==> config.mk <==
export PLATFORM = sky130hd
export DESIGN_NAME = wpt_ctrl
export DESIGN_NICKNAME = d
export VERILOG_FILES = /design/src/rtl/wpt_pkg.sv /design/src/rtl/wpt_ctrl.sv
export SDC_FILE = /design/constraint.sdc
export NUM_CORES = 1
export LEC_CHECK = 0
export ABC_AREA = 0
export BUFFER_PORTS_ARGS = -buffer_cell sky130_fd_sc_hd__clkbuf_2
export CAP_MARGIN = 10
export CELL_PAD_IN_SITES_DETAIL_PLACEMENT = 0
export CELL_PAD_IN_SITES_GLOBAL_PLACEMENT = 1
export CORE_MARGIN = 10
export CORE_UTILIZATION = 28
export CTS_CLUSTER_SIZE = 25
export DETAILED_ROUTE_END_ITERATION = 10
export GPL_TIMING_DRIVEN = 1
export MAX_ROUTING_LAYER = met4
export PLACE_DENSITY_LB_ADDON = 0.1
export SLEW_MARGIN = 20
export SYNTH_ARGS = -nofsm -noshare
export SYNTH_HDL_FRONTEND = slang
export SYNTH_SLANG_ARGS = --single-unit
export TNS_END_PERCENT = 1
==> constraint.sdc <==
create_clock -name clk -period 3.24 [get_ports clk]
set_clock_uncertainty 0.1 [all_clocks]
set_input_delay 0.648 -clock clk [delete_from_list [all_inputs] [get_ports clk]]
set_output_delay 0.648 -clock clk [all_outputs]
set_load 0.02 [all_outputs]
==> src/rtl/wpt_pkg.sv <==
`default_nettype none
// ----------------------------------------------------------------------------
// wpt_pkg: shared types and constants of the pixel transmitter
// Frame store geometry, request and register codes, controller states and
// the command/status bundles between controller and datapath.
// ----------------------------------------------------------------------------
package wpt_pkg;

  localparam int MAX_LEDS      = 256;
  localparam int BYTES_PER_LED = 3;
  localparam int BITS_PER_LED  = 8 * BYTES_PER_LED;
  localparam int LED_IDX_W     = $clog2(MAX_LEDS);
  localparam int COUNT_W       = 9;
  localparam int BITPOS_W      = $clog2(BITS_PER_LED);
  localparam int TICK_W        = 16;
  localparam int TIME_W        = 8;
  localparam int CFG_IDX_W     = 3;
  localparam int CFG_DATA_W    = 16;

  typedef logic [BITS_PER_LED-1:0] led_word_t;

  // Request codes
  typedef logic [2:0] req_t;
  localparam req_t REQ_WRITE = 3'd0;
  localparam req_t REQ_FILL  = 3'd1;
  localparam req_t REQ_CLEAR = 3'd2;
  localparam req_t REQ_SHOW  = 3'd3;
  localparam req_t REQ_TICK  = 3'd4;

  // Register indexes
  typedef logic [CFG_IDX_W-1:0] cfg_idx_t;
  localparam cfg_idx_t CFG_CHAIN_LEN  = 3'd0;
  localparam cfg_idx_t CFG_ZERO_HIGH  = 3'd1;
  localparam cfg_idx_t CFG_ZERO_LOW   = 3'd2;
  localparam cfg_idx_t CFG_ONE_HIGH   = 3'd3;
  localparam cfg_idx_t CFG_ONE_LOW    = 3'd4;
  localparam cfg_idx_t CFG_LATCH      = 3'd5;

  typedef enum logic [2:0] {
    ST_IDLE,
    ST_BIT,
    ST_LATCH,
    ST_WALK,
    ST_LOAD
  } state_t;

  // Controller to datapath
  typedef struct packed {
    logic write_px;
    logic walk_start;
    logic walk_clear;
    logic show_start;
    logic load_first;
    logic tick_bit;
    logic tick_latch;
    logic walk_step;
    logic emit;
    logic status;
    logic busy_res;
  } cmd_t;

  // Datapath to controller
  typedef struct packed {
    logic count_zero;
    logic idx_oob;
    logic show_done;
    logic latch_done;
    logic walk_done;
  } sts_t;

  function automatic led_word_t pack_colour(input logic [7:0] red,
                                            input logic [7:0] green,
                                            input logic [7:0] blue);
    led_word_t w;
    w = '0;
    w[BITS_PER_LED-1 -: 24] = {green, red, blue};
    return w;
  endfunction

endpackage
`default_nettype wire

==> src/rtl/wpt_ctrl.sv <==
`default_nettype none
// ----------------------------------------------------------------------------
// wpt_ctrl: request sequencer of the pixel transmitter
// Decodes each request against the current phase and issues datapath commands.
// ----------------------------------------------------------------------------
module wpt_ctrl (
  input  wire logic          clk,
  input  wire logic          rst_n,
  input  wire logic          start,
  input  wire logic [2:0]    req_type,
  input  wire wpt_pkg::sts_t sts,
  output      logic          busy,
  output      wpt_pkg::cmd_t cmd
);
  import wpt_pkg::*;

  state_t state_r;
  state_t state_nxt;
  logic   accept;

  assign busy   = (state_r == ST_LOAD);
  assign accept = start && !busy;

  always_ff @(posedge clk) begin
    if (!rst_n) begin
      state_r <= ST_IDLE;
    end else begin
      state_r <= state_nxt;
    end
  end

  always_comb begin
    cmd       = '0;
    state_nxt = state_r;
    if (state_r == ST_LOAD) begin
      // first LED word is now out of the store
      cmd.load_first = 1'b1;
      cmd.emit       = 1'b1;
      state_nxt      = ST_BIT;
    end else if (accept) begin
      cmd.emit = 1'b1;
      if (req_type == REQ_TICK) begin
        unique case (state_r)
          ST_BIT: begin
            cmd.tick_bit = 1'b1;
            if (sts.show_done) state_nxt = ST_LATCH;
          end
          ST_LATCH: begin
            cmd.tick_latch = 1'b1;
            if (sts.latch_done) state_nxt = ST_IDLE;
          end
          ST_WALK: begin
            cmd.walk_step = 1'b1;
            if (sts.walk_done) state_nxt = ST_IDLE;
          end
          default: begin
          end
        endcase
      end else if (req_type > REQ_TICK || state_r != ST_IDLE) begin
        cmd.status = 1'b1;
      end else begin
        unique case (req_type)
          REQ_WRITE: begin
            if (sts.idx_oob) begin
              cmd.status = 1'b1;
            end else begin
              cmd.write_px = 1'b1;
            end
          end
          REQ_FILL, REQ_CLEAR: begin
            cmd.walk_start = 1'b1;
            cmd.walk_clear = (req_type == REQ_CLEAR);
            if (!sts.count_zero) state_nxt = ST_WALK;
          end
          REQ_SHOW: begin
            cmd.show_start = 1'b1;
            if (sts.count_zero) begin
              state_nxt = ST_LATCH;
            end else begin
              // hold the result until the first word is loaded
              cmd.emit  = 1'b0;
              state_nxt = ST_LOAD;
            end
          end
          default: begin
            cmd.status = 1'b1;
          end
        endcase
      end
    end
    cmd.busy_res = (state_nxt != ST_IDLE);
  end

endmodule
`default_nettype wire

==> flow_summary.yaml, run 1 <==
worst_setup_path:
  reg2regPathDepth: 5
  critical_path_class: "in -> out"
  worstPathMaxFanout: 9
  crit_top_cell: "clkbuf_2"
  cpPeakStageDelay_ns: 0.51
  r2r_setup_slack_ns: 1.32
  crit_path_cell_trace: "clkbuf_2 > nor3b_2 > and2_4 > a31oi_1 > o32a_1 > or4_1 > clkbuf_2"
  r2r_end: "state_r[0]"
  end_kind: "output port"
  slowest_stage: "or4_1"
  cp.required_ns: 2.49
  worst_ep_arrival_time_ns: 2.37
  rr_startpoint: "state_r[0]"
  start_kind: "primary input"
cts:
  postCtsSetupRepairBufs: 0
  hold_buffers: 0
  cts-resized-gates: 0
  clk_path_buf_depth: 2
  cts.sinks: 3
  clkLatencyLatePin_ns: 0.23
  cts-root-buf: "clkbuf_4"
  cts_tree: "done"
  cts_made_buffers: 3
  path_clk_slew_ns: 0.03
  h-tree-depth: 1
die:
  die-width_um: 58.9
  die_area_sq_mm: 0.00347
  rows: 13
  io_pins: 23
  core_sq_mm: 0.00137
  initial_utilization: 0.310
  die_y_um: 58.9
grt:
  grt_pass1_vias: 487
  grt_max_degree: 13
  grt_overflow: 0
  antenna_found_initial: 0
  grt.total_usage: 0.0770
  grt_pass1_wl_mm: 2.09
route:
  drc_errors: 0
  vias_per_cell: 5.18
  dr.pass1.iters: 4
  ant_nets: 0
  via_count: 508
  wire_per_inst_um: 12.5
  routed_wl_mm: 1.23
  drtIter0Drc: 17
synth:
  synthCells: 61
  mappedNetlistNets: 72
  synthDistinctLibCells: 32
  synthTopCellsByArea: "dfxtp_1, nand2_1, nor2_1, buf_6, nor4_1"
  ys_ff_latch: 3
  async_flop_share: 0
  synth.top_cell.area_share: 0.142
  avgSynthCellArea_sq_um: 6.95
  yosys-top-cells-count: "nand2_1, nor2_1"
  synth.largest_area_cell: "dfxtp_1"
  yosys_warnings: 0
  seq_area_frac_synth: 0.142
  synth_area_sq_um: 424
  synth-edff-count: 0
  synth-main-ff-cell: "dfxtp_1"
outcome:
  status: "complete, no violations"
place:
  dp.final_hpwl_mm: 1.02
  post-place-ws_ns: 0.143
  numPortBuffers: 22
  placed_cell_area_sq_um: 522
  gp_routability_congestion: 0.708
layout:
  multi_input_area_sq_um: 314
  n_antenna_cell: 0
  fillers: 165
  finalNetCount: 95
  seq_area_sq_um: 60.1
  final_area_sq_um: 548
  largest-register: "state_r"
  largest_reg_flops: 3
  drive_gt1_frac: 0.361
  syn_to_final_growth_pct: 29.2
  reg.largest.list: "state_r (3)"
pwr:
  irDropWorstVdd_v: 0.000229
  power_density_mw_per_mm2: 287
  power.leakage_nw: 0.254
timing:
  worst-slew-pin-transition_ns: 0.389
  setup_viol: 0
  period_needed_ns: 3.12
  rsz0062_at_grt: "false"
  max_freq_mhz: 321
  slew_headroom: 0.741
  hold_viol: 0
  fin_setup_tns_ns: 0
  period_share: 0.962
  slew_violations: 0
  fin_ws_ns: 0.122
hold_path:
  min_to: "state_r[2]"
  min_from: "rst_n"
  worstHoldPathCells: 2
  hold_class: "in -> reg"
job:
  drv_cap: 0
[metrics by stage]
stage	util	power, mW	instances	hold WS (ns)
finish	0.401	0.157	98	0.553
global route	0.401	0.176	98	0.542
CTS	0.401	0.162	98	0.544
detailed placement	0.382	0.0953	94	0.585
global placement	0.382	0.0963	94	0.611
floorplan	-	0.0786	61	0.513
[worst max-delay path by stage]
stage / from / end / slack [ns] / depth (start not counted)
final: req_type[0] / cmd[0] / 0.12 / 7
after global routing: req_type[0] / cmd[0] / 0.003 / 7
after CTS: req_type[0] / cmd[0] / 0.13 / 7
after detailed placement: req_type[0] / cmd[0] / 0.14 / 7
after global placement: req_type[0] / cmd[0] / 0.14 / 7
after floorplan: req_type[2] / cmd[10] / 0.29 / 3
[cell usage in the layout, fill, tap and decap left out]
cell / n
a21oi_1: 3
a22o_1: 1
a31oi_1: 2
and2_1: 1
and2_4: 1
buf_4: 1
clkbuf_1: 1
clkbuf_2: 22
clkbuf_4: 3
dfxtp_1: 3
inv_1: 3
mux2i_1: 1
nand2_1: 7
nand3_1: 1
nand3b_1: 1
nor2_1: 7
nor2b_1: 1
nor2b_2: 1
nor3_1: 2
nor3b_1: 2
nor3b_2: 1
nor4_1: 3
nor4b_1: 2
o211ai_1: 1
o21a_1: 2
o21ai_0: 2
o311a_1: 1
o31ai_1: 1
o32a_1: 1
or2_2: 1
or4_1: 2
xnor2_1: 2
[final cells by class]
class | count | share of cell area
Timing Repair Buffer | 23 | 0.215
Inverter | 3 | 0.0205
Clock buffer | 4 | 0.0479
Multi-Input combinational cell | 50 | 0.573
Tap cell | 15 | 0.0342
Sequential cell | 3 | 0.110
[layer usage]
metal	vias up	GRT usage	wire length [um]
met2	17	0.0931	511
met3	0	0.0408	86
li1	269	-	-
met5	-	-	0
met1	222	0.102	627
met4	0	0.0295	0
[power breakdown]
part	switching, mW	internal, mW	total, mW
registers	0.00184	0.0384	0.0402
logic	0.0317	0.0228	0.0544
clock network	0.0168	0.0460	0.0628
[logic make-up after synthesis]
kind of cell / share of synthesized area
flops: 0.142
buf+inv: 0.118
xor+xnor: 0.0413
mux: 0.0236
simple gates: 0.448
compound gates: 0.227
[worst max-delay path: cells and delay by family]
kind / cells / cell delay (ns)
compound gates: 2 / 0.38
buf+inv: 2 / 0.34
simple gates: 3 / 0.99
Power figures use the tool's default switching activity.
==> run 2, diff against run 1 <==
--- a/config.mk
+++ b/config.mk
@@ -16,7 +16,7 @@
 export DETAILED_ROUTE_END_ITERATION = 10
 export GPL_TIMING_DRIVEN = 1
 export MAX_ROUTING_LAYER = met4
-export PLACE_DENSITY_LB_ADDON = 0.1
+export PLACE_DENSITY_LB_ADDON = 0.25
 export SLEW_MARGIN = 20
 export SYNTH_ARGS = -nofsm -noshare
 export SYNTH_HDL_FRONTEND = slang
==> run 2 against run 1 <==
Largest cell class unchanged. Maximum frequency is 0.12% lower. Total power grew 0.83%. Critical path type unchanged. Global-route usage fell by 0.088 points. Worst hold slack better by 0.0068 ns. Die area did not move. Clock power increased by 2%.
==> flow_summary.yaml, run 2 (synthesized netlist as in run 1, its figures left out) <==
outcome:
  status: "complete, no violations"
die:
  core_sq_mm: 0.00137
  rows: 13
  die_y_um: 58.9
  die_area_sq_mm: 0.00347
  initial_utilization: 0.310
  io_pins: 23
  die-width_um: 58.9
cts:
  hold_buffers: 0
  postCtsSetupRepairBufs: 0
  h-tree-depth: 1
  cts.sinks: 3
  cts-root-buf: "clkbuf_4"
  clk_path_buf_depth: 2
  cts-resized-gates: 0
  path_clk_slew_ns: 0.03
  clkLatencyLatePin_ns: 0.23
  cts_made_buffers: 3
  cts_tree: "done"
layout:
  fin_util: 0.401
  final_common_cell: "clkbuf_2"
  finalNetCount: 95
  most-common-layout-cells: "clkbuf_2, nand2_1, nor2_1"
  stdcell_count: 98
  fillers: 168
  largest_reg_flops: 3
  final_area_sq_um: 548
  n_antenna_cell: 0
  drive_gt1_frac: 0.361
  largest-register: "state_r"
  reg.largest.list: "state_r (3)"
  syn_to_final_growth_pct: 29.2
worst_setup_path:
  crit_family: "simple AND/OR/NAND/NOR gates"
  end_kind: "output port"
  start_kind: "primary input"
  cp.required_ns: 2.49
  path_buf_inv: 2
  worst_ep_arrival_time_ns: 2.37
  cpPeakStageDelay_ns: 0.50
  slowest_stage: "or4_1"
  crit_top_cell: "clkbuf_2"
  critical_path_class: "in -> out"
  crit_path_cell_trace: "clkbuf_2 > nor3b_2 > and2_4 > a31oi_1 > o32a_1 > or4_1 > clkbuf_2"
  worstPathMaxFanout: 9
timing:
  hold_viol: 0
  fin_ws_ns: 0.119
  setup_viol: 0
  period_share: 0.963
  fin_setup_tns_ns: 0
  slew_violations: 0
  rsz0062_at_grt: "false"
  finalHoldWorstSlack_ns: 0.559
  worst-slew-pin-transition_ns: 0.393
  slew_headroom: 0.738
  period_needed_ns: 3.12
  max_freq_mhz: 320
grt:
  grt_pass1_vias: 490
  antenna_found_initial: 0
  grt_pass1_wl_mm: 2.08
  grt_max_degree: 13
  grt_overflow: 0
  grt.total_usage: 0.0761
place:
  post-place-ws_ns: 0.129
  numPortBuffers: 22
  place_inst: 94
  dp.final_hpwl_mm: 1.04
  placed_cell_area_sq_um: 522
  gp_routability_congestion: 0.728
route:
  drc_errors: 0
  vias_per_cell: 5.20
  ant_nets: 0
  via_count: 510
  dr.pass1.iters: 2
  drtIter0Drc: 6
  routed_wl_mm: 1.26
  wire_per_inst_um: 12.8
pwr:
  total_power_mw: 0.159
  irDropWorstVdd_v: 0.000236
  power.leakage_nw: 0.254
  power_density_mw_per_mm2: 290
job:
  drv_cap: 0
hold_path:
  hold_class: "in -> reg"
run 2: cell counts in the layout (fill, tap and decap cells not counted):
No cell type changed its count.
run 2: power breakdown:
group | switching, mW | internal (mW)
clock network | 0.0181 | 0.0461
registers | 0.00186 | 0.0383
logic | 0.0316 | 0.0228
run 2: metal layers:
layer  GRT usage  vias to the layer above  routed length (um)
li1            -                      264                   -
met1      0.0898                      228                 611
met2       0.105                       18                 556
met3      0.0408                        0                  87
met4      0.0295                        0                   0
met5           -                        -                   0
run 2: path summary, 6_finish.rpt:
kind	depth (start not counted)	slack [ns]	end	from
setup / recovery	7	0.12	cmd[0]	req_type[0]
setup reg to reg	5	1.31	state_r[0]	state_r[0]
hold / removal	2	0.56	state_r[2]	rst_n
hold reg to reg	3	0.59	state_r[2]	state_r[2]
run 2: final cells by class:
class	instances	area, sq um	area share
timing repair buffer	23	118	0.215
clock buffer	4	26.3	0.0479
inverter	3	11.3	0.0205
sequential	3	60.1	0.110
tap	15	18.8	0.0342
multi-input combinational	50	314	0.573
